==> config.mk <==
export PLATFORM = sky130hd
export DESIGN_NAME = bba_ram
export DESIGN_NICKNAME = d
export VERILOG_FILES = /design/src/hw/rtl/bba_ram.sv
export SDC_FILE = /design/constraint.sdc
export NUM_CORES = 2
export LEC_CHECK = 0
export BUFFER_PORTS_ARGS = -buffer_cell sky130_fd_sc_hd__buf_2
export CORE_AREA = 2 2 568 570
export CTS_CLUSTER_DIAMETER = 200
export DETAILED_ROUTE_END_ITERATION = 16
export DIE_AREA = 0 0 570 572
export PLACE_DENSITY = 0.72
export SETUP_SLACK_MARGIN = 0.1
export SYNTH_ARGS = -nofsm -noshare
export SYNTH_HDL_FRONTEND = slang
export SYNTH_SLANG_ARGS = --single-unit
==> constraint.sdc <==
create_clock -name clk -period 3.7 [get_ports clk]
set_input_delay 0.185 -clock clk [delete_from_list [all_inputs] [get_ports clk]]
set_output_delay 0.185 -clock clk [all_outputs]
set_load 0.02 [all_outputs]
==> src/hw/rtl/bba_ram.sv <==
// Generic single-port-write, registered-read RAM.
module bba_ram #(
  parameter int WIDTH = 32,
  parameter int DEPTH = 128
) (
  input  logic                                      clk,
  input  logic                                      we,
  input  logic [(DEPTH > 1 ? $clog2(DEPTH) : 1)-1:0] waddr,
  input  logic [WIDTH-1:0]                          wdata,
  input  logic [(DEPTH > 1 ? $clog2(DEPTH) : 1)-1:0] raddr,
  output logic [WIDTH-1:0]                          rdata
);

  logic [WIDTH-1:0] mem [DEPTH];

  always_ff @(posedge clk) begin
    if (we) begin
      mem[waddr] <= wdata;
    end
    rdata <= mem[raddr];
  end

endmodule

Word level (Yosys, flattened, before mapping). Memories as Yosys holds them, arrays and structs flattened. A register that Yosys moved wholly into a read port is not among the register bits. Index checks and enable logic that the tools add are counted.

Mux-type cells: 2.

Operators with widths (count): $mux W1 (2).

Logic and storage cells: 3. Output and inout port bits: 32. Input port bits: 48. Register bits after elaboration: 0. Memories: 1. RAM bits: 4096.

Memory list: mem (depth 128, bits a word 32, read ports 1, clocked after Yosys merged registers in 1, wr ports 1, RTL line 14) `logic [WIDTH-1:0] mem [DEPTH];`.

Logic depth before layout (Yosys ltp).
Word-level depth: 2. Mapped depth: 8. Gate-level depth less buffers: 4.

Worst setup path after synthesis. OpenSTA, ideal clock, no wires.

Kind: input -> register. Start point: in we. End point: mem mem[98][0] (enable). Required time: 3.239 ns. Library setup time: 0.461 ns. Buffers on the path: 1. Cell stages on the path: 3. Path slack: 0.276 ns. Data arrival time: 2.963 ns. Cell sequence: clkbuf_1 nand4_1 nor3_1.

Word-level cells in the longest chain between the ends: 2.

RTL lines: start: declaration (RTL line 7) `input logic we,`; $mux W1 (RTL line 17) `if (we) begin`; $mux W1 (implied by the code) (RTL line 18) `mem[waddr] <= wdata;`; end: declaration (RTL line 14).

Every way passes these cells.

==> key figures <==
Clock network
  • Bufs on Longest Clock Path: 4
  • CTS H-tree lvls: 5
  • Number of post-CTS setup repair buffers: 0
  • CTS Buf Count: 395
  • CTS tree: built
  • Clk sink count: 4,128
  • Clk slew on worst S/H paths: 0.07 ns
  • Clock latency on the worst-skew pair: 0.93 ns
  • Clk root buf: clkbuf_16

STA
  • Setup_tns: 0 ns
  • Relative slew margins: 14.6%
  • Setup ws final: 0.899 ns
  • Clock skew: 0.0715 ns
  • Final setup vio count: 0
  • F_max: 357 MHz
  • Period utilization: 75.7%
  • Final Hold Vio Count: 0
  • Final min period: 2.80 ns
  • Slew at the pin closest to its max-slew limit: 1.28 ns
  • RSZ-0062 raised after global routing: no
  • Slew Viols, Final: 0

Worst hold path
  • Hold path cells: 1
  • HP Class: input pin to register
  • Hold_sp: wdata[13]
  • WHS Endpoint: mem[102][13]

Route
  • Pre-Repair DR Iteration Count: 6
  • DRT Wirelength: 415 mm
  • Vias: 72,700
  • WL/cell: 37.2 µm
  • 1st-iter DRT viols: 12,700
  • Post-DRT Antenna Nets: 2
  • Vias per std cell: 6.52
  • DRC violation count after routing: 0

Synth
  • Flops & latches, synth: 4,128
  • Syn_nets: 6,038
  • Synthesized area per cell: 26.1 µm²
  • Cells after Synth: 5,990
  • Register area share after synthesis: 79.1%
  • Synthesized cell area: 0.156 mm²
  • Yosys Warn Count: 0
  • Synth cell types: 17

Run status
  • Status: complete, but fails checks
  • Failing checks: antenna violations

Place
  • Final HPWL DP: 226 mm
  • Routability cong.: 0.843
  • Pre-CTS setup slack: 0.296 ns
  • Port buffer count: 79

Global route
  • Largest net degree at the start of global routing: 110
  • Congestion Overflow GR: 0
  • GRT Resource Usage Total: 25.5%
  • Number of global-route vias before repair: 72,600
  • First-pass GRT wire length: 575 mm
  • Initial antenna violation count: 48

Power
  • Switching share of power: 21.5%
  • Cell Pwr Density: 541 mW/mm²
  • Register share of total power: 53.7%
  • Gate power share: 5.3%
  • Psw: 20.8 mW
  • Power Internal: 75.9 mW
  • Clock network power share: 41.0%
  • Peak VDD IR: 0.403 mV
  • Leakage power: 54.7 nW

Die
  • Initial Util: 48.9%
  • Die Wd: 570 µm
  • Cell Rows: 208
  • Chip Height: 572 µm
  • Core area: 0.320 mm²
  • Ports: 80
  • Die area: 0.326 mm²

Critical path
  • Crit Path Category: register to register
  • Critical Path RT: 4.46 ns
  • Setup crit start kind: register
  • R2R depth: 4
  • Arrival @ worst endpoint: 3.56 ns
  • RR Startpoint: mem[22][27]
  • Crit end category: register
  • R2r setup slk: 0.90 ns
  • Worst r2r dst: rdata[27]
  • Crit-path max FO: 1

Finish
  • Fill count: 21,900
  • Net count, final: 6,584
  • Most frequent cells in the layout: 4,096 x edfxtp_1, 1,344 x mux4_2, 396 x clkbuf_16, 295 x buf_4, 119 x nor2_4
  • Area grow syn2layout: 14.4%
  • Commonest non-fill, non-tap cell in the layout: edfxtp_1
  • Layout cells sized above 1: 36.3%

Run
  • MaxCap Viol Count: 0
per-layer routing:
layer	GRT usage, %	wire length (µm)
met1	34.9	147000
met2	39.4	196000
met3	6.38	52800
met4	10.6	17900
met5	0	92
worst max-delay path: stages, from the launching register on:
cell	delay [ns]
edfxtp_1	0.42
mux4_2	0.51
mux4_2	0.59
mux4_2	0.75
mux2_2	0.36
cell families (layout without fill, tap and decap cells):
group | count (synthesis) | after routing | share of synthesized area [%]
buffers and inverters | 316 | 1193 | 0.839
other | 0 | 84 | 0
DFF | 4128 | 4128 | 79.1
and+or+nand+nor | 170 | 170 | 0.446
muxes | 1376 | 1376 | 19.6
cell usage after synthesis:
master / count / area share, %
mux4_2: 1344 / 19
nor2_1: 122 / 0.29
buf_2: 79 / 0.25
buf_4: 3 / 0.014
buf_6: 2 / 0.014
mux2_2: 32 / 0.23
buf_1: 50 / 0.12
nand2_1: 14 / 0.034
nand3_1: 12 / 0.038
edfxtp_1: 4096 / 79
nand2b_1: 2 / 0.0080
clkbuf_1: 182 / 0.44
nor2b_1: 7 / 0.028
dfxtp_1: 32 / 0.41
nor3_1: 9 / 0.029
nand4_1: 3 / 0.012
or3_1: 1 / 0.0040
layout make-up:
type | count | area [µm²] | share of cell area, %
antenna | 84 | 210 | 0.118
clock buffer | 512 | 10600 | 5.91
clock inverter | 216 | 2090 | 1.17
multi-input combinational | 1546 | 32300 | 18.1
sequential | 4128 | 124000 | 69.2
tap | 4200 | 5260 | 2.94
timing repair buffer | 465 | 4700 | 2.63
stage by stage:
step           power (mW)  util, %  instance area [µm²]  hold WS, ns  cells
2_1_floorplan        55.3        -               156000        0.284   5990
3_3_place_gp         57.8     51.8               166000        0.573  10300
3_5_place_dp         57.9     51.8               166000        0.589  10300
4_1_cts              97.0     55.8               179000      0.00270  11100
5_1_grt              99.0     55.9               179000       0.0415  11100
6_report             96.7     55.9               179000       0.0176  11200
state kept, by name, indices dropped and copies added (netlist names):
name   count
mem     4096
rdata     32
power groups by stage:
stage	clock network [mW]	logic (mW)	registers, mW
2_1_floorplan	0	2.49	52.8
3_3_place_gp	0	4.93	52.9
3_5_place_dp	0	5.03	52.9
4_1_cts	40.0	5.10	51.9
5_1_grt	41.7	5.31	51.9
6_report	39.7	5.13	51.9
worst max-delay path by stage:
stage | end | cells after the start | slack (ns) | from
CTS | rdata[27] | 4 | 0.93 | mem[22][27]
finish | rdata[27] | 4 | 0.90 | mem[22][27]
global route | rdata[27] | 4 | 0.93 | mem[22][27]
detailed placement | rdata[1] | 8 | 0.30 | raddr[0]
global placement | rdata[31] | 8 | 0.30 | raddr[0]
floorplan | mem[98][0] | 3 | 0.28 | we
what timing repair did:
item / CTS / global route
hold endpoints to repair: 972 / 0
resized for setup: 0 / 0
hold buffers: 29 / 0
Power figures use the tool's default switching activity.
